## config.mk

```make
export PLATFORM = sky130hd
export DESIGN_NAME = faluc_prep
export DESIGN_NICKNAME = d
export VERILOG_FILES = /design/src/hdl/faluc_pkg.sv /design/src/hdl/faluc_prep.sv
export SDC_FILE = /design/constraint.sdc
export NUM_CORES = 2
export LEC_CHECK = 0
export BUFFER_PORTS_ARGS = -buffer_cell sky130_fd_sc_hd__buf_2
export CAP_MARGIN = 5
export CORE_UTILIZATION = 45
export DETAILED_ROUTE_END_ITERATION = 7
export PLACE_DENSITY = 0.66
export REMOVE_ABC_BUFFERS = 1
export SYNTH_ARGS = -nofsm -noshare
export SYNTH_HDL_FRONTEND = slang
export SYNTH_SLANG_ARGS = --single-unit
```

## constraint.sdc

```tcl
create_clock -name vclk -period 8.57
set_input_delay 0.4285 -clock vclk [all_inputs]
set_output_delay 0.4285 -clock vclk [all_outputs]
set_load 0.02 [all_outputs]
```

## src/hdl/faluc_pkg.sv

```systemverilog
`timescale 1ns / 1ps
package faluc_pkg;

   // Operation codes carried on the func field.
   typedef enum logic [2:0] {
      FUNC_MUL_Q24_8  = 3'd0,
      FUNC_MUL_Q16_16 = 3'd1,
      FUNC_MUL_Q8_24  = 3'd2,
      FUNC_MUL_Q1_31  = 3'd3,
      FUNC_DIV_Q1_31  = 3'd4,
      FUNC_CVT_Q8_24  = 3'd5,
      FUNC_CVT_Q16_16 = 3'd6,
      FUNC_NONE       = 3'd7
   } func_type;

   localparam int unsigned DATA_W     = 32;
   localparam int unsigned QUO_W      = DATA_W - 1;
   localparam int unsigned DIV_STAGES = QUO_W;

   localparam logic [DATA_W-1:0] Q31_MAX = 32'h7FFF_FFFF;
   localparam logic [DATA_W-1:0] Q31_MIN = 32'h8000_0000;

   // Payload that moves down the pipeline with each request.
   typedef struct packed {
      func_type            func;
      logic [2*DATA_W-1:0] prod;
      logic [DATA_W-1:0]   rem;
      logic [DATA_W-1:0]   dvs;
      logic [QUO_W-1:0]    quo;
      logic                neg;
      logic                fixed;
      logic [DATA_W-1:0]   fixed_res;
      logic                fixed_err;
   } pipe_type;

endpackage

```

## src/hdl/faluc_prep.sv

```systemverilog
`timescale 1ns / 1ps
module faluc_prep
   import faluc_pkg::*;
(
   input  logic [2:0]        func,
   input  logic [DATA_W-1:0] operand_a,
   input  logic [DATA_W-1:0] operand_b,
   output pipe_type          stage
);

   logic signed [2*DATA_W-1:0] prod;
   logic [DATA_W-1:0]          mag_a;
   logic [DATA_W-1:0]          mag_b;
   logic [DATA_W-1:0]          cvt_shift;
   logic                       cvt_rb;
   logic                       same_sign;

   // Full signed product, rounded in the last stage.
   assign prod = $signed(operand_a) * $signed(operand_b);

   assign mag_a     = operand_a[DATA_W-1] ? (~operand_a + 1'b1) : operand_a;
   assign mag_b     = operand_b[DATA_W-1] ? (~operand_b + 1'b1) : operand_b;
   assign same_sign = (operand_a[DATA_W-1] == operand_b[DATA_W-1]);

   // Decode the operation and settle every result known up front.
   always_comb begin
      stage           = '0;
      stage.func      = func_type'(func);
      stage.prod      = prod;
      cvt_shift       = '0;
      cvt_rb          = 1'b0;
      case (func_type'(func))
         FUNC_DIV_Q1_31: begin
            if ($signed(operand_a) >= $signed(operand_b)) begin
               stage.fixed     = 1'b1;
               stage.fixed_res = Q31_MAX;
            end else if (operand_b == '0) begin
               stage.fixed     = 1'b1;
               stage.fixed_res = Q31_MIN;
               stage.fixed_err = 1'b1;
            end else if (same_sign && mag_a >= mag_b) begin
               stage.fixed     = 1'b1;
               stage.fixed_res = Q31_MAX;
               stage.fixed_err = 1'b1;
            end else if (!same_sign && mag_a >= mag_b) begin
               // An exact quotient of minus one fits; anything larger does not.
               stage.fixed     = 1'b1;
               stage.fixed_res = Q31_MIN;
               stage.fixed_err = (mag_a != mag_b);
            end else begin
               stage.rem = mag_a;
               stage.dvs = mag_b;
               stage.neg = !same_sign;
            end
         end
         FUNC_CVT_Q8_24, FUNC_CVT_Q16_16: begin
            if (func_type'(func) == FUNC_CVT_Q8_24) begin
               cvt_shift = DATA_W'($signed(operand_b) >>> 16);
               cvt_rb    = operand_b[15];
            end else begin
               cvt_shift = DATA_W'($signed(operand_b) >>> 8);
               cvt_rb    = operand_b[7];
            end
            stage.fixed = 1'b1;
            if (operand_b[DATA_W-1]) begin
               stage.fixed_res = cvt_rb ? cvt_shift : cvt_shift - 1'b1;
            end else begin
               stage.fixed_res = cvt_rb ? cvt_shift + 1'b1 : cvt_shift;
            end
         end
         FUNC_NONE: begin
            stage.fixed = 1'b1;
         end
         default: begin
            stage.fixed = 1'b0;
         end
      endcase
   end

endmodule

```

# ---- Yosys cells after proc, flatten, opt, wreduce, memory -nomap -nowiden
# Cells that the tools add are included.
dict set report totals {
  register_bits 0
  input_bits 67
  output_inout_bits 197
  elab_cells 48
}
dict set report op_classes {
  n_addsub 4
  n_mul 1
  n_lt_le_gt_ge 2
  n_eq_ne 6
  n_mux 27
  bitwise 2
  n_reduce_logical 6
}
# op n
set ops {}
lappend ops {{2-to-1 mux 64 bit} 5}
lappend ops {{2-to-1 mux 32 bit} 6}
lappend ops {{2-to-1 mux 34 bit} 3}
lappend ops {{adder 32 x 1 -> 32 bit (second input constant)} 3}
lappend ops {{>= comparator 32 bit} 2}
lappend ops {{multiplier 32 x 32 -> 64 bit} 1}
lappend ops {{inverter 32 bit} 2}
lappend ops {{one-hot mux 32 bit (2 select lines)} 1}
lappend ops {{2-to-1 mux 33 bit} 1}
lappend ops {{logical NOT 32 bit} 1}
lappend ops {{!= test 32 bit} 1}
lappend ops {{subtractor 32 x 1 -> 32 bit (second input constant)} 1}
lappend ops {{2-to-1 mux 23 bit} 1}
lappend ops {{equality test 3 bit (second input constant)} 4}
lappend ops {{2-to-1 mux 1 bit} 9}
lappend ops {{OR reduction 3 bit} 1}
lappend ops {{logical AND 1 bit} 2}
lappend ops {{one-hot mux 1 bit (2 select lines)} 1}
lappend ops {{OR reduction 2 bit} 1}
lappend ops {{equality test 1 bit} 1}
lappend ops {{logical NOT 1 bit} 1}

# ---- Logic depth before layout (Yosys ltp)
dict set report logic_depth {
  depth_word 10
  depth_mapped 29
  ltp_nobuf 26
}

# ---- Worst setup path after synthesis
# Ideal clock, no wire load.
dict set report synth_path {
  path_kind {in2out}
  startpoint {in operand_a[31]}
  endpoint {out stage[187] (netlist name)}
  arrival_time_ns 8.536
  required_time_ns 8.142
  slack_ns -0.394
  path_stages 25
  n_path_buf 4
  path_cell_list {clkbuf_1 -> clkbuf_1 -> buf_1 -> nand2_1 -> inv_1 -> fa_1 -> inv_1 -> fa_1 -> inv_1 -> fa_1 -> fa_1 -> inv_1 -> fa_1 -> inv_1 -> fa_1 -> fa_1 -> fa_1 -> ha_1 -> clkbuf_1 -> nand2_1 -> o41a_1 -> nand2b_1 -> o211ai_1 -> a21oi_1 -> o311ai_0}
}
# item line_no
set synth_rtl {}
lappend synth_rtl {{start, declared} faluc_prep.sv:6} ;# input logic [DATA_W-1:0] operand_a,
lappend synth_rtl {{end, declared} faluc_prep.sv:8} ;# output pipe_type stage

==> results.py <==
metrics = {
    "outcome": {
        "status": "finished clean",
    },
    "routing": {
        "avgViaCountPerCell": 5.50,
        "wl_per_cell_um": 22.4,
        "vias": 33500,
        "first_iter_violations": 2890,
        "drtPass1Iterations": 6,
        "route.detailed.drc": 0,
        "antenna_left": 0,
        "totalWireLength_um": 136000,
    },
    "die": {
        "std_cell_rows": 111,
        "core_sq_um": 91700,
        "ioPinCount": 264,
        "dieHeight_um": 306,
        "die_w_um": 306,
        "dieArea_sq_um": 93600,
        "start_util_pct": 45.4,
    },
    "final_layout": {
        "layout.area.seq_sq_um": 0,
        "nNetsFinal": 6347,
        "post-route-util_pct": 49.9,
        "seq_cells": 0,
        "layout_common_cells": "fa_1 (1080), inv_1 (1007), nand2_1 (561)",
        "layout_commonest_cell": "fa_1",
        "nClkBuffers": 0,
        "layout-drive-gt1-share_pct": 11.6,
        "syn_to_final_growth_pct": 10.1,
        "fillerInstances": 8688,
    },
    "sta": {
        "min_period_ns": 8.41,
        "max-slew-margin-rel_pct": 30.4,
        "setup_viol": 0,
        "fin_setup_tns_ns": 0,
        "tightest_slew_ns": 1.04,
        "drv_slew": 0,
        "rsz0062_at_grt": "yes",
        "max_freq_mhz": 119,
        "post-route-period-util_pct": 98.1,
        "hold_viol_final": 0,
    },
    "global_routing": {
        "grt_max_degree": 67,
        "grt_use_total_pct": 30.0,
        "antenna_found_initial": 9,
        "overflow": 0,
        "grt_pass1_wl_um": 214000,
        "grt_pass1_vias": 35700,
    },
    "critical_path": {
        "criticalPathCategory": "primary input to primary output",
        "end_kind": "primary output",
        "start_kind": "primary input",
        "worst-endpoint-arrival_ns": 7.98,
        "cp.required_ns": 8.14,
        "crit_fanout": 21,
    },
    "min_path": {
        "holdCritPathClass": "primary input to primary output",
    },
    "placement": {
        "gp_congestion": 1.01,
        "io_buffers": 233,
        "dp.final_hpwl_um": 117000,
    },
    "logic_synthesis": {
        "synth_warnings": 0,
        "syn_inst": 4696,
        "syn_area_sq_um": 41600,
        "ys_types": 68,
        "synth.area.top_cells": "fa_1 (52%), inv_1 (9.1%), ha_1 (8.5%), and2_1 (6.8%), nand2_1 (5.1%)",
        "synth_top_area_share_pct": 52.1,
        "avgSynthCellArea_sq_um": 8.86,
        "synth_top_area_cell": "fa_1",
        "yosysSeqAreaShare_pct": 0,
    },
    "flow_run": {
        "drv_cap": 0,
    },
}
==> through the flow <==
step | hold slack [ns] | cell area, sq um | instances | setup WS, ns
global placement | 1.16 | 45200 | 6086 | -0.928
detailed placement | 1.16 | 45200 | 6086 | -0.860
floorplan | 0.857 | 40300 | 4404 | 0.168
finish | 1.16 | 45800 | 6101 | 0.159
global route | 1.17 | 45800 | 6100 | -0.00549
CTS | 1.16 | 45300 | 6089 | 0.00827
==> per-layer routing <==
metal  part of all wire [%]  wire (um)  global-route usage [%]
met5                  0.056         76                       0
met1                     39      53700                    40.3
met4                    3.7       4990                    9.14
met2                     47      64100                    48.5
met3                    9.9      13500                    6.58
==> cells by family (layout without fill, tap and decap cells) <==
kind of cell	after synthesis	count (layout)	synth area share, %
compound gates	395	395	6.18
xor+xnor	154	154	3.24
fa+ha+maj	1365	1365	60.6
buf+inv	1341	1528	12.4
mux	18	18	0.436
other cells	1	33	0.00902
simple gates	1422	1422	17.1
==> critical path, cell delays in order <==
cell	delay, ns
clkbuf_4	0.20
buf_12	0.19
buf_12	0.19
nand2_2	0.11
fa_1	0.60
inv_1	0.07
fa_1	0.50
inv_1	0.07
fa_1	0.52
fa_1	0.52
inv_1	0.05
fa_1	0.60
fa_1	0.47
fa_1	0.53
fa_1	0.46
ha_1	0.34
and3_4	0.21
and2_2	0.21
nand3_1	0.16
nor4_4	0.43
o21ai_4	0.15
buf_4	0.19
nand3b_1	0.14
buf_12	0.14
a41oi_1	0.13
xnor2_1	0.19
buf_4	0.16
==> Yosys cell counts, drive strengths merged, types with 57 or more instances <==
library cell / count
a21oi: 104
and2: 451
buf: 57
clkbuf: 265
fa: 1082
ha: 283
inv: 1012
nand2: 563
nor2: 152
nor3: 57
o21ai: 79
xnor2: 117
==> final cells by class <==
type / instances / area (sq um) / share of cell area, %
inverter: 1019 / 3840 / 8.39
tap: 1186 / 1480 / 3.24
antenna: 2 / 5.00 / 0.0109
multi-input combinational: 3385 / 36800 / 80.3
timing repair buffer: 509 / 3690 / 8.06
==> repair_timing <==
action / CTS / global route
buffers inserted: 3 / 8
endpoints found under the setup margin: 17 / 24
cloned: 0 / 2
hold buffers: 0 / 0
endpoints found under the hold margin: 0 / 0
pin swaps: 1 / 6
resized for setup: 25 / 98
==> worst paths after layout <==
check           from         end  slack [ns]  cells after the start
max    operand_a[31]  stage[189]        0.16                     27
min          func[2]  stage[196]        1.16                      2
Power is not shown: default switching activity piles up to over one toggle a cycle in this logic, so the estimate is an artifact.
