--- config.mk ---
export PLATFORM = sky130hd
export DESIGN_NAME = faluc_div_step
export DESIGN_NICKNAME = d
export VERILOG_FILES = /design/src/hdl/faluc_pkg.sv /design/src/hdl/faluc_div_step.sv
export SDC_FILE = /design/constraint.sdc
export NUM_CORES = 1
export LEC_CHECK = 0
export BUFFER_PORTS_ARGS = -buffer_cell sky130_fd_sc_hd__buf_2
export CORE_AREA = 8 8 147 149
export DETAILED_ROUTE_END_ITERATION = 6
export DIE_AREA = 0 0 155 157
export PLACE_DENSITY = 0.47
export SLEW_MARGIN = 20
export SYNTH_ARGS = -nofsm -noshare
export SYNTH_HDL_FRONTEND = slang
export SYNTH_SLANG_ARGS = --single-unit
--- constraint.sdc ---
create_clock -name vclk -period 3.7
set_input_delay 0.37 -clock vclk [all_inputs]
set_output_delay 0.37 -clock vclk [all_outputs]
set_load 0.03 [all_outputs]
--- src/hdl/faluc_pkg.sv ---
`timescale 1ns / 1ps
package faluc_pkg;

   // Operation codes carried on the func field.
   typedef enum logic [2:0] {
      FUNC_MUL_Q24_8  = 3'd0,
      FUNC_MUL_Q16_16 = 3'd1,
      FUNC_MUL_Q8_24  = 3'd2,
      FUNC_MUL_Q1_31  = 3'd3,
      FUNC_DIV_Q1_31  = 3'd4,
      FUNC_CVT_Q8_24  = 3'd5,
      FUNC_CVT_Q16_16 = 3'd6,
      FUNC_NONE       = 3'd7
   } func_type;

   localparam int unsigned DATA_W     = 32;
   localparam int unsigned QUO_W      = DATA_W - 1;
   localparam int unsigned DIV_STAGES = QUO_W;

   localparam logic [DATA_W-1:0] Q31_MAX = 32'h7FFF_FFFF;
   localparam logic [DATA_W-1:0] Q31_MIN = 32'h8000_0000;

   // Payload that moves down the pipeline with each request.
   typedef struct packed {
      func_type            func;
      logic [2*DATA_W-1:0] prod;
      logic [DATA_W-1:0]   rem;
      logic [DATA_W-1:0]   dvs;
      logic [QUO_W-1:0]    quo;
      logic                neg;
      logic                fixed;
      logic [DATA_W-1:0]   fixed_res;
      logic                fixed_err;
   } pipe_type;

endpackage

--- src/hdl/faluc_div_step.sv ---
`timescale 1ns / 1ps
module faluc_div_step
   import faluc_pkg::*;
(
   input  pipe_type stage_in,
   output pipe_type stage_out
);

   logic [DATA_W:0] rem2;
   logic            fits;

   // One restoring step: double the remainder and try to take the divisor.
   assign rem2 = {stage_in.rem, 1'b0};
   assign fits = (rem2 >= {1'b0, stage_in.dvs});

   always_comb begin
      stage_out     = stage_in;
      stage_out.rem = fits ? DATA_W'(rem2 - {1'b0, stage_in.dvs}) : DATA_W'(rem2);
      stage_out.quo = {stage_in.quo[QUO_W-2:0], fits};
   end

endmodule

After elaboration in Yosys (flattened, before gate mapping)
Cells that the tools add are included.

storage, ports and cells
  register bits = 0
  bits of input ports = 197
  output and inout port bits = 197
  word-level logic and storage cells = 3

operators by class
  add/sub/neg operators = 1
  order comparisons = 1
  muxes and demuxes = 1

operator list
  cell            number
  $ge 33x32->1    1
  $mux 32         1
  $sub 32x32->32  1

Logic depth before layout (Yosys ltp)
Gate-level depths: netlist (run 1).

  depth in word-level cells = 2
  gate-level depth with buffers = 12
  gate-level depth less buffers = 10

Worst setup path before layout (run 1)
OpenSTA, ideal clock, no wires.

  path kind = input port to output port
  from = input port stage_in[81] (netlist name)
  to = output port stage_out[99] (netlist name)
  arrival time = 2752 ps
  required time = 3330 ps
  path slack = 578 ps
  stages = 12
  path buffers = 2
  path through = inv_1 > ha_1 > buf_2 > nand4_1 > nor4_1 > nand4_1 > a21o_1 > o311ai_1 > a21oi_1 > o21ai_2 > buf_4 > mux2i_1

RTL lines
  item             line                 source
  start, declared  faluc_div_step.sv:5  input pipe_type stage_in,
  end, declared    faluc_div_step.sv:6  output pipe_type stage_out

==> flow_metrics.py, run 1 <==
metrics = {
    "route": {
        "viasPerCell": 4.07,
        "route.detailed.drc": 0,
        "post_drt_wl_per_cell_um": 16.9,
        "routed_wl_um": 12300,
        "drt_iter0_drc": 131,
        "first_pass_iters": 4,
        "ant_nets": 0,
        "vias": 2956,
    },
    "logic_synthesis": {
        "synth_area_leader_cell": "buf_4",
        "synth-simple-area-share": 0.108,
        "synthXorXnorAreaFrac": 0.0645,
        "yosys_warnings": 0,
        "synth.avg_cell_area_sq_um": 7.22,
        "synth_top_family_by_area": "buffers and inverters",
        "synth-compound-area-share": 0.190,
        "seq_area_frac_synth": 0,
        "syn_area_sq_mm": 0.00353,
        "synth.area.mux_share": 0.0960,
        "synth-adder-area-share": 0.119,
        "syn_nets": 719,
        "synth.top_cell.area_share": 0.357,
        "synth_cell_type_count": 52,
        "synth.area.top_cells": "buf_4 (36%), ha_1 (11%), mux2_1 (7.7%)",
        "syn-instance-count": 489,
    },
    "setup_path": {
        "crit_type": "in2out",
        "crit_buf_inv": 5,
        "critPathSlowestCell": "ha_1",
        "cp.required_ps": 3330,
        "cp_max_fo": 19,
        "cpLargestDelayFamily": "buffers and inverters",
        "crit_path_max_incr_delay_ps": 420,
        "crit_arrival_ps": 3070,
        "endpoint_kind": "output pin",
        "cp-start-kind": "input pin",
        "crit_chain": "buf_2, inv_1, ha_1, nand4_1, nor4_1, buf_4, nand4_1, a21o_1, o311ai_1, a21oi_1, o21ai_4, buf_12, mux2_1, buf_2",
    },
    "global_routing": {
        "first_global_vias": 3149,
        "antenna_found_initial": 2,
        "grt_pass1_wl_um": 18500,
        "grt_max_degree": 20,
        "grt_overflow": 0,
        "grt.total_usage": 0.0951,
    },
    "timing": {
        "hold_viol_final": 0,
        "tns_ps": 0,
        "holdWs_ps": 740,
        "rsz0062_at_grt": "no",
        "max_slew_margin": 0.571,
        "fin_crit_ps": 3440,
        "tightest_slew_ps": 628,
        "setup_viol": 0,
        "min_period_over_period": 0.930,
        "drv_slew": 0,
        "max_freq_ghz": 0.291,
        "setup_ws_ps": 258,
    },
    "worst_hold_path": {
        "hold_path.class": "in2out",
    },
    "place": {
        "io_buffers": 129,
        "gp_congestion": 0.763,
        "pre_cts_ws_ps": 173,
        "dp.cells": 727,
        "dp_hpwl_um": 11200,
    },
    "cells_and_area": {
        "n_clock_buffer": 0,
        "nets": 694,
        "ff_latch_area_sq_um": 0,
        "final_util": 0.177,
        "fin_cells": 727,
        "antenna_cells": 0,
        "design.seq.count": 0,
        "fillers": 2218,
        "multi_input_area_sq_mm": 0.00205,
        "syn_to_final_growth_pct": -3.58,
        "drive_gt1_frac": 0.357,
    },
    "clock_tree": {
        "cts_setup_buffers": 0,
        "ctsResizeCount": 0,
        "hold_buffers": 0,
    },
    "floorplanning": {
        "die_h_um": 157,
        "io_pins": 394,
        "fp-row-count": 51,
        "die_area_sq_mm": 0.0243,
        "start_util": 0.184,
        "die_width_um": 155,
        "design.core.area_sq_mm": 0.0192,
    },
    "power": {
        "irDropWorstVdd_mv": 0.0503,
        "p_leak_nw": 1.74,
        "power.density_mw_per_mm2": 236,
    },
    "run": {
        "max_cap_viol_count": 0,
    },
    "run_status": {
        "status": "finished, final reports clean",
    },
}
==> cell families after synthesis <==
logic type / after synthesis
buffers and inverters: 226
AO/OA/AOI/OAI: 98
AND/OR/NAND/NOR: 76
adder cells (fa/ha/maj): 33
multiplexers: 30
XOR/XNOR: 26
==> placed cells by master (no fill, tap or decap), types with 7 or more instances in the layout <==
cell type,n
a21oi_1,32
mux2_1,24
a21o_1,11
buf_2,129
nor2b_1,7
xnor2_1,18
buf_4,23
ha_1,32
inv_1,45
xor2_1,8
nand3_1,7
nand4_1,11
nor2_1,19
nand2_1,18
o21ai_0,13
==> per-layer routing <==
layer | wire (um) | vias to the layer above | track usage
met5 | 27 | - | 0
met4 | 654 | 4 | 0.0471
met3 | 1440 | 80 | 0.0381
met2 | 5880 | 143 | 0.168
met1 | 4290 | 1291 | 0.0964
li1 | - | 1438 | -
==> stage by stage <==
stage	cell area, sq um	power [mW]
4_1_cts	3410	0.825
5_1_grt	3410	0.891
2_1_floorplan	3530	0.840
6_report	3410	0.804
3_5_place_dp	3410	0.822
3_3_place_gp	3410	0.821
==> synth_stat cells, drive strengths merged <==
library cell,number
o41ai,1
a21o,11
nand2,18
fa,1
o2111a,1
o211a,3
nor2,19
clkbuf,2
a221oi,1
and3,2
ha,32
xor2,8
nor3b,2
o31ai,3
a21boi,2
o311ai,2
xnor2,18
a2111oi,1
a311o,1
nor3,3
o21a,5
nand2b,2
o31a,1
buf,179
nand3,7
o221ai,2
mux2i,2
a21oi,34
nor4,1
o21bai,6
o21ai,14
and4,1
inv,45
nor2b,7
or3,2
nand4,11
and2,1
a31oi,4
o211ai,1
mux2,28
o2111ai,1
a211oi,4
==> where the power goes <==
group          total [mW]  switching (mW)  internal [mW]
combinational       0.804           0.500          0.303
sequential              0               0              0
clock                   0               0              0
total               0.804           0.500          0.303
==> cell type report <==
type	instances	area share
multi-input cells	263	0.601
repair buffers	154	0.252
well taps	265	0.0974
inverters	45	0.0496
==> final timing paths <==
path,endpoint,cells after the start,startpoint
max,stage_out[117],14,stage_in[78]
min,stage_out[137],0,stage_in[137]
Power figures use the tool's default switching activity.
==> run 2, diff against run 1 <==
Settings changed: PLACE_DENSITY 0.47 to unset.
==> flow_metrics.py, run 2 (same netlist as run 1, synthesis figures left out) <==
metrics = {
    "setup_path": {
        "cp_max_fo": 5,
        "crit_chain": "buf_2, fa_1, nor2b_1, o31ai_2, a21oi_4, a21oi_2, o31a_1, o2111a_1, or3_1, mux2_4, buf_2",
        "crit_type": "in2out",
        "cp-start-kind": "input pin",
        "crit_path_max_incr_delay_ps": 450,
        "cpLargestDelayFamily": "compound AO/OA/AOI/OAI gates",
        "cp.required_ps": 3330,
        "endpoint_kind": "output pin",
        "crit_arrival_ps": 3100,
        "critPathSlowestCell": "fa_1",
        "crit_buf_inv": 2,
        "crit_path_frequent_cell": "buf_2",
    },
    "timing": {
        "drv_slew": 0,
        "tns_ps": 0,
        "fin_crit_ps": 3470,
        "max_slew_margin": 0.599,
        "min_period_over_period": 0.938,
        "hold_viol_final": 0,
        "max_freq_ghz": 0.288,
        "rsz0062_at_grt": "no",
        "setup_viol": 0,
        "tightest_slew_ps": 587,
    },
    "worst_hold_path": {
        "hold_depth": 0,
        "hold_start": "stage_in[143]",
        "hold-path-endpoint": "stage_out[143]",
        "hold_path.class": "in2out",
    },
    "power": {
        "power.density_mw_per_mm2": 237,
        "p_leak_nw": 1.70,
        "irDropWorstVdd_mv": 0.0434,
    },
    "place": {
        "io_buffers": 129,
        "placed_area_sq_mm": 0.00333,
        "gp_congestion": 0.780,
        "dp_hpwl_um": 10800,
    },
    "floorplanning": {
        "io_pins": 394,
        "die_area_sq_mm": 0.0243,
        "die_width_um": 155,
        "die_h_um": 157,
        "start_util": 0.184,
        "fp-row-count": 51,
        "design.core.area_sq_mm": 0.0192,
    },
    "cells_and_area": {
        "fillers": 2203,
        "antenna_cells": 0,
        "stdcell_area_sq_mm": 0.00333,
        "n_clock_buffer": 0,
        "final_util": 0.173,
        "syn_to_final_growth_pct": -5.67,
        "mostFrequentLayoutCells": "buf_2 (129), inv_1 (45), a21oi_1 (32), ha_1 (32), mux2_1 (24)",
        "drive_gt1_frac": 0.347,
        "ff_latch_area_sq_um": 0,
        "design.seq.count": 0,
        "nets": 687,
        "mostFrequentLayoutCell": "buf_2",
    },
    "route": {
        "drt_iter0_drc": 116,
        "routed_wl_um": 11900,
        "vias": 2961,
        "viasPerCell": 4.11,
        "ant_nets": 0,
        "first_pass_iters": 4,
        "post_drt_wl_per_cell_um": 16.5,
        "route.detailed.drc": 0,
    },
    "global_routing": {
        "antenna_found_initial": 2,
        "grt_pass1_wl_um": 17500,
        "grt.total_usage": 0.0904,
        "grt_max_degree": 21,
        "grt_overflow": 0,
        "first_global_vias": 3024,
    },
    "run_status": {
        "status": "finished, final reports clean",
    },
    "run": {
        "max_cap_viol_count": 0,
    },
    "clock_tree": {
        "hold_buffers": 0,
    },
}
## run 2: changes by cell type in the layout (fill, tap and decap cells not counted)
cell / delta
buf_12: -2
o21ai_0: -1
buf_4: -6
o21ai_1: +1
buf_6: +1
## run 2: power by group
part	total, mW	switching [mW]	leakage, nW	internal (mW)
registers	0	0	0	0
clock network	0	0	0	0
logic	0.790	0.499	1.70	0.291
total	0.790	0.499	1.70	0.291
## run 2: routing by layer
metal  up-vias  part of all wire  global-route usage
li1       1423                 -                   -
met1      1289              0.37              0.0953
met2       163              0.47               0.154
met3        82              0.12              0.0392
met4         4             0.047              0.0420
met5         -            0.0022                   0
## run 2: stage by stage
stage	hold WS [ps]	total power, mW	setup WS, ps	cells
3_3_place_gp	740	0.797	163	720
4_1_cts	740	0.804	165	720
2_1_floorplan	872	0.840	578	489
5_1_grt	740	0.866	70.4	720
6_report	740	0.790	229	720
3_5_place_dp	740	0.800	170	720
## run 2: how the worst max path moves through the flow
stage | startpoint | cells past startpoint | end
6_report | stage_in[66] | 11 | stage_out[124]
2_1_floorplan | stage_in[81] | 12 | stage_out[99]
3_3_place_gp | stage_in[66] | 12 | stage_out[118]
3_5_place_dp | stage_in[66] | 11 | stage_out[124]
4_1_cts | stage_in[66] | 11 | stage_out[124]
5_1_grt | stage_in[79] | 14 | stage_out[122]
## run 2: cell type report
cell class	instances	area (sq um)	area share
timing repair buffer	147	785	0.235
inverter	45	169	0.0507
tap	265	332	0.0995
multi-input combinational	263	2050	0.614
## run 2: what timing repair did
item,4_1_cts,5_1_grt
buffers inserted,0,0
gates resized for setup,0,2
hold endpoints to repair,0,0
endpoints found under the setup margin,0,1
