File: src/hdl/faluc_pkg.sv
`timescale 1ns / 1ps
package faluc_pkg;

   // Operation codes carried on the func field.
   typedef enum logic [2:0] {
      FUNC_MUL_Q24_8  = 3'd0,
      FUNC_MUL_Q16_16 = 3'd1,
      FUNC_MUL_Q8_24  = 3'd2,
      FUNC_MUL_Q1_31  = 3'd3,
      FUNC_DIV_Q1_31  = 3'd4,
      FUNC_CVT_Q8_24  = 3'd5,
      FUNC_CVT_Q16_16 = 3'd6,
      FUNC_NONE       = 3'd7
   } func_type;

   localparam int unsigned DATA_W     = 32;
   localparam int unsigned QUO_W      = DATA_W - 1;
   localparam int unsigned DIV_STAGES = QUO_W;

   localparam logic [DATA_W-1:0] Q31_MAX = 32'h7FFF_FFFF;
   localparam logic [DATA_W-1:0] Q31_MIN = 32'h8000_0000;

   // Payload that moves down the pipeline with each request.
   typedef struct packed {
      func_type            func;
      logic [2*DATA_W-1:0] prod;
      logic [DATA_W-1:0]   rem;
      logic [DATA_W-1:0]   dvs;
      logic [QUO_W-1:0]    quo;
      logic                neg;
      logic                fixed;
      logic [DATA_W-1:0]   fixed_res;
      logic                fixed_err;
   } pipe_type;

endpackage

File: src/hdl/faluc_finish.sv
`timescale 1ns / 1ps
module faluc_finish
   import faluc_pkg::*;
(
   input  pipe_type          stage,
   output logic [DATA_W-1:0] result,
   output logic              error
);

   logic [DATA_W-1:0] cut;
   logic [DATA_W-1:0] rnd;
   logic              rb;
   logic [DATA_W-1:0] quo_ext;

   // Pick the product window and its round bit.
   always_comb begin
      case (stage.func)
         FUNC_MUL_Q24_8: begin
            cut = stage.prod[39:8];
            rb  = stage.prod[7];
         end
         FUNC_MUL_Q16_16: begin
            cut = stage.prod[47:16];
            rb  = stage.prod[15];
         end
         FUNC_MUL_Q8_24: begin
            cut = stage.prod[55:24];
            rb  = stage.prod[23];
         end
         default: begin
            cut = stage.prod[62:31];
            rb  = stage.prod[30];
         end
      endcase
   end

   // Round away on the round bit, then fold minus one onto zero.
   always_comb begin
      if (cut[DATA_W-1]) begin
         rnd = rb ? cut : cut - 1'b1;
      end else begin
         rnd = rb ? cut + 1'b1 : cut;
      end
      if (rnd == '1) begin
         rnd = '0;
      end
   end

   assign quo_ext = {1'b0, stage.quo};

   always_comb begin
      if (stage.fixed) begin
         result = stage.fixed_res;
         error  = stage.fixed_err;
      end else if (stage.func == FUNC_DIV_Q1_31) begin
         result = stage.neg ? (~quo_ext + 1'b1) : quo_ext;
         error  = 1'b0;
      end else begin
         result = rnd;
         error  = 1'b0;
      end
   end

endmodule

File: config.mk
export PLATFORM = sky130hd
export DESIGN_NAME = faluc_finish
export DESIGN_NICKNAME = d
export VERILOG_FILES = /design/src/hdl/faluc_pkg.sv /design/src/hdl/faluc_finish.sv
export SDC_FILE = /design/constraint.sdc
export NUM_CORES = 1
export LEC_CHECK = 0
export ABC_AREA = 0
export BUFFER_PORTS_ARGS = -buffer_cell sky130_fd_sc_hd__buf_4
export CORE_ASPECT_RATIO = 1.4
export CORE_MARGIN = 2
export CORE_UTILIZATION = 35
export DETAILED_ROUTE_END_ITERATION = 12
export PLACE_DENSITY_LB_ADDON = 0.3
export SLEW_MARGIN = 10
export SYNTH_ARGS = -nofsm -noshare
export SYNTH_HDL_FRONTEND = slang
export SYNTH_SLANG_ARGS = --single-unit
export TNS_END_PERCENT = 20
File: constraint.sdc
create_clock -name vclk -period 7.6
set_input_delay 0.76 -clock vclk [all_inputs]
set_output_delay 0.76 -clock vclk [all_outputs]
set_load 0.01 [all_outputs]
* Yosys cells after proc, flatten, opt, wreduce, memory -nomap -nowiden
Cells that the tools add are included.
** Cells by class
- $add $sub $neg :: 3
- Equal/unequal tests :: 4
- Multiplexer cells :: 10
- Bitwise gates (word level) :: 1
- Reduce and logical (&&, ||, !) cells :: 1
** Operator list (number)
- $mux 32 :: 7
- $pmux 32 s3 :: 1
- $add 32x1->32 const B :: 2
- $eq 32x32->1 const B :: 1
- $not 31->32 :: 1
- $sub 32x1->32 const B :: 1
- $eq 3x1->1 const B :: 1
- $eq 3x2->1 const B :: 1
- $eq 3x3->1 const B :: 1
- $logic_not 3->1 :: 1
- $pmux 1 s3 :: 1
- $mux 1 :: 1
** Word-level totals
- Register bits :: 0
- Bits of input ports :: 197
- Output and inout bits :: 33

* Logic depth before layout (Yosys ltp)
Gate-level depths: netlist of the first run.
- Depth after elaboration :: 9
- Mapped depth :: 17
- Mapped depth without buffers :: 13

* Least setup slack after synthesis of the first run
No wires, ideal clock.
- Path kind :: input-to-output
- Start :: input port stage[194] in the netlist's numbering
- End :: output port result[11]
- Data arrival time :: 3955 ps
- Setup slack :: 2885 ps
- Cell stages on the path :: 15
- Buffers on the path :: 4
- Cell sequence :: buf_6 buf_8 buf_6 mux2i_1 o211ai_1 a221oi_1 nand4_1 nor4_1 a32oi_1 xnor2_1 nor4_1 nand4_1 nor4_4 buf_4 nor2_1
** Between the ends
- Cells in the longest elaborated chain, start to end :: 9
- Elaborated cells on any way between the ends :: 15
- Those cells by class :: add/sub: 2; eq/ne: 4; mux: 8; reduce/logical: 1
** RTL lines
- start, declared :: line faluc_finish.sv:5 : input pipe_type stage,
- $eq 3x2->1, or another cell as far along :: line faluc_finish.sv:17 : case (stage.func)
- $pmux 32 s3 :: line faluc_finish.sv:17
- $add 32x1->32 / $sub 32x1->32 (equally long branches) :: line faluc_finish.sv:42, faluc_finish.sv:40
- $mux 32, on equally long branches :: line faluc_finish.sv:42, faluc_finish.sv:40
- $mux 32 :: line faluc_finish.sv:39 : if (cut[DATA_W-1]) begin
- $eq 32x32->1 :: line faluc_finish.sv:44 : if (rnd == '1) begin
- $mux 32 :: line faluc_finish.sv:44
- $mux 32 (*) :: line faluc_finish.sv:55 : end else if (stage.func == FUNC_DIV_Q1_31) begin
- $mux 32 (*) :: line faluc_finish.sv:52 : if (stage.fixed) begin
- end, declared :: line faluc_finish.sv:6 : output logic [DATA_W-1:0] result,
Mark *: on every way between the ends. The rest lies on a longest branch, timed or not.

* Worst setup path after layout of the first run
- Start :: input port stage[194] in the netlist's numbering
- End :: output port result[8]
The elaborated chain is that of the path after synthesis.

==> results.md, run 1 <==
- Outcome: finished, final reports clean
- Setup TNS: 0 ns
- Fmax: between 0.15 and 0.2 GHz
- Drt pass-1 iters: 5
- FFs & Latches: 0
- VDD IR-drop max: 0.0294 mV
- Via Count: 6,498
- DRC: 0
- Hold Path Depth: 3
- Compound-Gate Fraction of Synth Area: 0.354
- GR Overflow Total: 0
- Initial antenna violation count: 0
- Crit-path slowest cell: buf_4
- Largest fanout on the critical path: 85
- Power Density: 66.8 nW/um2
- Sequential area share after synthesis: 0
- Avg Cell Area, Syn: 6.23 um2
- Chip height: between 100 and 150 um
- Simple-gate share of the synthesized area: 0.386
- Levels on crit path: 14
- Crit Path Category: in -> out
- Synth top cells by count: 99 x nand2_1, 84 x nor2_1, 65 x a21oi_1, 47 x o21ai_0, 35 x xnor2_1
- Synth area leaders: nand2_1 7.6%, a21oi_1 6.7%, nor2_1 6.5%
- CP Capture Type: output pin
- Hold_buf cts: 0
- # setup viols final: 0
- Largest family of logic cells by synthesized area: simple AND/OR/NAND/NOR gates
- Number of global-route vias before repair: 5,769
- Yosys cell types: 78
- Lkg Pwr: 2.42 nW
- Period utilization: 0.815
- Hold Path Origin: stage[0]
- Worst Path Buf+Inv: 3
- Post-Synth Adder-Cell Area: 0.00768
- Sequential cell area: 0 um2
- Final-layout clock buffer total: 0
- Largest net degree at the start of global routing: 86
- Post-DP HPWL: 15,700 um
- Synth Instances: 785
- Netlist Area Pre-Place: 4890 um2
- Hold Path End: error
- Syn_nets: between 900 and 1,000
- Chip width: 104 um
- Crit path time final: 6.20 ns
- Mux cell area share after synthesis: 0.0661
- CORE AREA: between 10,000 and 15,000 um2
- Total GRT Usage: 0.248
- Data required time of the critical path: 6.84 ns
- Number of max-cap violations: 0
- Pins over their slew limit: 0
- Relative slew slack: 0.300
- Cell chain of the critical path: buf_4, mux2_1, a22oi_1, and2_0, nand4_1, or3_1, o21a_1, xnor2_1, nor4b_1, nand4_1, nor4_4, buf_4, nor2_1, buf_4
- Final Hold Viols: 0
- HP Class: in -> out
- Most frequent cell after synthesis: nand2_1
- Initial drt markers: around 560
- Initial Util: 0.355
- Io pins: 230
- Post-DRT Antenna Nets: 0
- Crit-path most repeated cell: buf_4
- DIE AREA: 14,900 um2
- Ys Warns: 0
- Placed cell count: 1,082
- Routed wire per std cell: 18.1 um
- Share of cells above drive strength 1: 0.214
- CP Launch Type: input port
- Max incr delay on CP: 0.67 ns
- Top-area cell type share of the netlist area: 0.0760
- First-pass GRT wire length: 30,800 um
- Setup repair bufs after CTS: 0
- Area leader, netlist: nand2_1
- Final nets: between 1,000 and 1,500
- Layout overhead on the synthesized area: 23.9%
- # resized after CTS: 0
- Worst Max-Slew Pin Slew: 1.05 ns
- Cell row count: approximately 50
- Port bufs: between 150 and 200
- Data arrival, critical path: 5.44 ns
- GPL Wtd Cong: 0.940
- Non-filler cells, final: 1,082
- Unrepaired setup endpoints after global routing: false
- XOR/XNOR Fraction of Synth Area: 0.108
- Avg Vias per Cell: 6.01
- Top delay family on crit path: simple AND/OR/NAND/NOR gates
- Antenna diodes: 0
- WL final: 19,600 um
## cell families (layout without fill, tap and decap cells)
family	Yosys count	count (layout)
AO/OA/AOI/OAI	253	253
AND/OR/NAND/NOR	364	364
multiplexers	32	32
adder cells (fa/ha/maj)	3	3
buffers and inverters	73	185
XOR/XNOR	60	60
## power breakdown
part	switching [mW]	total (mW)	internal, mW
sequential	0	0	0
clock	0	0	0
combinational	0.235	0.405	0.169
## how the worst max path moves through the flow
stage	from	end	slack, ns
after global routing	stage[196]	result[8]	1.14
final	stage[194]	result[8]	1.40
after detailed placement	stage[194]	result[8]	1.44
after floorplan	stage[194]	result[11]	2.89
after global placement	stage[194]	result[2]	1.49
after CTS	stage[194]	result[8]	1.43
## per-layer routing
layer | GRT usage | routed length (um) | up-vias | part of all wire
li1 | - | - | 3186 | -
met1 | 0.326 | 8330 | 2973 | 0.42
met2 | 0.436 | 9320 | 307 | 0.48
met3 | 0.0204 | 1430 | 32 | 0.073
met4 | 0.0661 | 530 | 0 | 0.027
met5 | 0 | 0 | - | 0
## cell type report
class / count / area (um2)
multi-input combinational: 712 / 4510
timing repair buffer: 166 / 1250
fill: 1519 / 7730
inverter: 19 / 71.3
tap: 185 / 231
## cells in the final DEF (no fill, tap or decap), drive strengths merged, types with 16 or more instances in the layout
| cell | instances |
|---|---|
| xor2 | 25 |
| mux2i | 30 |
| o21ai | 48 |
| a211oi | 18 |
| o211ai | 19 |
| xnor2 | 35 |
| nand3 | 33 |
| buf | 166 |
| nand2 | 99 |
| nor4 | 19 |
| inv | 19 |
| nor3 | 29 |
| a2bb2oi | 16 |
| nor2 | 84 |
| a21oi | 67 |
## through the flow
stage	instance area (um2)	utilization	hold WS, ns	worst slack, ns	power, mW
2_1_floorplan	4890	-	1.65	2.89	0.245
3_3_place_gp	6060	0.439	1.81	1.49	0.396
3_5_place_dp	6060	0.439	1.82	1.44	0.397
4_1_cts	6060	0.439	1.82	1.43	0.399
5_1_grt	6060	0.439	1.85	1.14	0.439
6_report	6060	0.439	1.81	1.40	0.405
Power figures use the tool's default switching activity.
==> inputs of run 2 (changes only) <==
Clock period 7.6 ns to 6.25 ns, I/O delays scaled along.
==> results.md, run 2 (synthesized netlist as in run 1, its figures left out) <==
- VDD IR-drop max: 0.0411 mV (+40%)
- GPL Wtd Cong: 0.969 (+3.1%)
- Post-layout util: 0.446 (+0.00635)
- Worst Path Buf+Inv: 3 (unchanged)
- Chip height: 144 um (unchanged)
- Cell row count: 51 (unchanged)
- Initial antenna violation count: 0 (unchanged)
- Port bufs: 158 (unchanged)
- Outcome: finished, final reports clean
- Max incr delay on CP: 0.62 ns (-0.05 ns)
- Top delay family on crit path: simple AND/OR/NAND/NOR gates
- CP Capture Type: output pin
- DIE AREA: 14,900 um2 (unchanged)
- Fin area: 6140 um2 (+1.4%)
- Largest net degree at the start of global routing: 69 (-20%)
- Total GRT Usage: 0.248 (-0.000477)
- Final Hold Viols: 0 (unchanged)
- Hold Path End: error
- Initial drt markers: 625 (+13%)
- Lkg Pwr: 2.47 nW (+2.1%)
- Fmax: 0.179 GHz
- Commonest non-fill, non-tap cell in the layout: buf_4
- Hold Path Origin: stage[0]
- Crit Path Category: in -> out
- GR Overflow Total: 0 (unchanged)
- Relative slew slack: 0.333 (+0.0327)
- Hold_buf cts: 0 (unchanged)
- CORE AREA: 13,800 um2 (unchanged)
- Routed wire per std cell: 17.9 um (-1.3%)
- Dpl cell area: 6140 um2 (+1.4%)
- Final nets: 1,109 (+0.91%)
- Number of global-route vias before repair: 5,953 (+3.2%)
- Setup TNS: 0 ns (unchanged)
- # setup viols final: 0 (unchanged)
- FFs & Latches: 0 (unchanged)
- Antenna diodes: 0 (unchanged)
- Worst Max-Slew Pin Slew: 0.998 ns (-0.0490 ns)
- Fin worst setup slack: 0.648 ns (-0.756 ns)
- Share of cells above drive strength 1: 0.223 (+0.00867)
- Number of max-cap violations: 0 (unchanged)
- DRC: 0 (unchanged)
- Data arrival, critical path: 4.98 ns (-0.46 ns)
- Io pins: 230 (unchanged)
- Crit path time final: 5.60 ns
- CP Launch Type: input port
- Layout overhead on the synthesized area: 25.7%
- WHS: 1.54 ns (-0.275 ns)
- Non-filler cells, final: 1,092 (+0.92%)
- WL final: 19,500 um (-0.39%)
- Pins over their slew limit: 0 (unchanged)
- Crit-path slowest cell: nor4_4
- Cell chain of the critical path: buf_4, mux2_1, a22oi_1, and2_0, nand2_1, nor4_4, a32oi_1, xor2_1, o21a_1, nand4_2, nor4_4, buf_12, a21oi_1, buf_4
- Final-layout clock buffer total: 0 (unchanged)
- Data required time of the critical path: 5.62 ns (-1.22 ns)
- Most frequent cells in the layout: 175 x buf_4, 99 x nand2_1, 83 x nor2_1
- Post-DP HPWL: 16,000 um (+1.6%)
- Largest fanout on the critical path: 68 (-20%)
- HP Class: in -> out
- Power Density: 80.6 nW/um2 (+21%)
- Pre-CTS WS: 0.740 ns (-0.699 ns)
- Avg Vias per Cell: 6.01 (+0.12%)
- First-pass GRT wire length: 30,700 um (-0.38%)
- Hold Path Depth: 3 (unchanged)
- Drt pass-1 iters: 5 (unchanged)
- # resized after CTS: 0 (unchanged)
- Setup repair bufs after CTS: 0 (unchanged)
- Period utilization: 0.896
- Sequential cell area: 0 um2 (unchanged)
- Unrepaired setup endpoints after global routing: false
- Total power draw: 495 uW (+22%)
- Chip width: 104 um (unchanged)
- Post-DRT Antenna Nets: 0 (unchanged)
- Placed cell count: 1,092 (+0.92%)
- Via Count: 6,566 (+1.0%)
- Initial Util: 0.355 (unchanged)
[run 2: cell count changes in the layout (fill, tap and decap cells not counted), sizes merged]
cell,before,now
buf,166,176
[run 2: final cells by class]
class / instances / area [um2]
fill: 1499 / 7640
tap: 185 / 231
timing repair buffer: 176 / 1330
multi-input combinational: 712 / 4510
inverter: 19 / 71.3
[run 2: worst max-delay path by stage]
stage	start	to	slack, ns	cells after the start
6_report	stage[194]	result[29]	0.65	14
4_1_cts	stage[194]	result[7]	0.74	14
3_3_place_gp	stage[194]	result[7]	0.74	14
3_5_place_dp	stage[194]	result[7]	0.74	14
2_1_floorplan	stage[194]	result[11]	1.81	15
5_1_grt	stage[194]	result[29]	0.39	17
[run 2: where the power goes]
group	internal (mW)	switching, mW
registers	0	0
clock network	0	0
logic	0.209	0.286
[run 2: worst min-delay path, delay by kind of cell]
kind	cells	cell delay [ns]
AND/OR/NAND/NOR	1	0.11
buffers and inverters	2	0.18
[run 2: metal layers]
| layer | up-vias | global-route usage | share of wire | routed length [um] |
|---|---|---|---|---|
| li1 | 3202 | - | - | - |
| met1 | 2968 | 0.304 | 0.40 | 7910 |
| met2 | 348 | 0.453 | 0.48 | 9350 |
| met3 | 48 | 0.0281 | 0.081 | 1590 |
| met4 | 0 | 0.0725 | 0.035 | 688 |
| met5 | - | 0 | 0 | 0 |
==> inputs of run 3 (changes only) <==
Settings changed: RECOVER_POWER from default to 25.
Clock period 6.25 ns to 5.7 ns, I/O delays scaled along.
==> results.md, run 3 (synthesized netlist as in run 1, its figures left out) <==
- Drt pass-1 iters: 5 (unchanged)
- Unrepaired setup endpoints after global routing: false
- GPL Wtd Cong: 0.975 (+0.65%)
- Data required time of the critical path: 5.13 ns (-0.49 ns)
- Hold Path Origin: stage[0]
- Post-DRT Antenna Nets: 0 (unchanged)
- Crit path time final: 5.37 ns
- Io pins: 230 (unchanged)
- Initial drt markers: 501 (-20%)
- Power Density: 88.1 nW/um2 (+9.2%)
- FFs & Latches: 0 (unchanged)
- Met3 GRT Util: 0.0227 (-0.00544)
- # resized after CTS: 0 (unchanged)
- Initial Util: 0.355 (unchanged)
- CP Capture Type: output pin
- Post-layout util: 0.452 (+0.00590)
- Hold_buf cts: 0 (unchanged)
- Number of max-cap violations: 1 (+1)
- Worst Max-Slew Pin Slew: 2.24 ns (+1.24 ns)
- HP Class: in -> out
- Final Hold Viols: 0 (unchanged)
- Gr busiest metal: met2
- Outcome: finished with violations
- Post-DP HPWL: 16,200 um (+1.6%)
- Avg Vias per Cell: 5.98 (-0.62%)
- Cell row count: 51 (unchanged)
- First-pass GRT wire length: 31,500 um (+2.7%)
- Filler cells: 1,527 (+1.9%)
- Chip width: 104 um (unchanged)
- Relative slew slack: -0.494 (-0.827)
- Most frequent cells in the layout: 183 x buf_4, 99 x nand2_1, 83 x nor2_1
- Period utilization: 0.942
- Top delay family on crit path: simple AND/OR/NAND/NOR gates
- Final nets: 1,121 (+1.1%)
- Failing checks: capacitance limit, slew limit
- Number of global-route vias before repair: 6,112 (+2.7%)
- Fmax: 0.186 GHz
- Pins over their slew limit: 54 (+54)
- Hold Path Depth: 3 (unchanged)
- Initial antenna violation count: 0 (unchanged)
- Sequential cell area: 0 um2 (unchanged)
- Layout overhead on the synthesized area: 27.4%
- Setup repair bufs after CTS: 0 (unchanged)
- Port bufs: 158 (unchanged)
- CORE AREA: 13,800 um2 (unchanged)
- Largest fanout on the critical path: 42 (-38%)
- Largest net degree at the start of global routing: 54 (-22%)
- WL final: 20,000 um (+2.3%)
- Total power draw: 548 uW (+11%)
- Data arrival, critical path: 4.80 ns (-0.18 ns)
- Cell chain of the critical path: clkbuf_4, mux2_1, a22oi_1, and2_0, nand4_1, o22ai_1, xnor2_1, nor4bb_1, nor4b_1, buf_4, nand4_1, nor4_4, buf_12, nor2_1, buf_4
- Commonest non-fill, non-tap cell in the layout: buf_4
- Fin area: 6230 um2 (+1.3%)
- Max incr delay on CP: 0.44 ns (-0.18 ns)
- Crit Path Category: in -> out
- # setup viols final: 0 (unchanged)
- CP Launch Type: input port
- Worst Path Buf+Inv: 4 (+1)
- DRC: 0 (unchanged)
- Share of cells above drive strength 1: 0.230 (+0.00689)
- Total GRT Usage: 0.253 (+0.00534)
- Lkg Pwr: 2.52 nW (+1.9%)
- Final-layout clock buffer total: 0 (unchanged)
- DIE AREA: 14,900 um2 (unchanged)
- GR Overflow Total: 0 (unchanged)
- Met1 Usage GRT: 0.321 (+0.0173)
- Chip height: 144 um (unchanged)
- Dpl cell area: 6230 um2 (+1.5%)
- Met2 Use GR: 0.454 (about the same)
- VDD IR-drop max: 0.0463 mV (+13%)
- Setup TNS: 0 ns (unchanged)
- Hold Path End: error
- Crit-path slowest cell: clkbuf_4
- Routed wire per std cell: 18.1 um (+1.1%)
- Via Count: 6,603 (+0.56%)
[run 3: changes by cell type in the layout (fill, tap and decap cells not counted), sizes merged]
cell,change
buf,+8
diode,+1
clkbuf,+4
[run 3: layer usage]
metal,wire length [um],vias to the layer above
met1,8220,3011
li1,-,3222
met3,1540,52
met2,9570,318
met5,0,-
met4,651,0
[run 3: how the worst max path moves through the flow]
| stage | start | cells after the start | slack [ns] | to |
|---|---|---|---|---|
| finish | stage[194] | 15 | 0.33 | result[2] |
| global route | stage[194] | 18 | 0.10 | result[3] |
| CTS | stage[194] | 15 | 0.40 | result[2] |
| detailed placement | stage[194] | 15 | 0.41 | result[2] |
| global placement | stage[194] | 15 | 0.39 | result[5] |
| floorplan | stage[194] | 15 | 1.37 | result[11] |
[run 3: report_power, final]
part              total, mW  switching, mW  internal, mW  leakage [nW]
sequential                0              0             0             0
clock          0.0000000186              0  0.0000000186    0.00000634
combinational         0.548          0.316         0.232          2.52
[run 3: through the flow]
stage	setup slack, ns	cells	hold WS (ns)
floorplan	1.37	785	1.27
global placement	0.387	1104	1.43
detailed placement	0.408	1104	1.43
CTS	0.400	1104	1.43
global route	0.101	1104	1.45
finish	0.331	1105	1.43
[run 3: final cells by class]
class	count	area, um2	area share
Multi-Input combinational cell	712	4510	0.724
Timing Repair Buffer	188	1410	0.227
Tap cell	185	231	0.0372
Inverter	19	71.3	0.0115
Antenna cell	1	2.50	0.000402
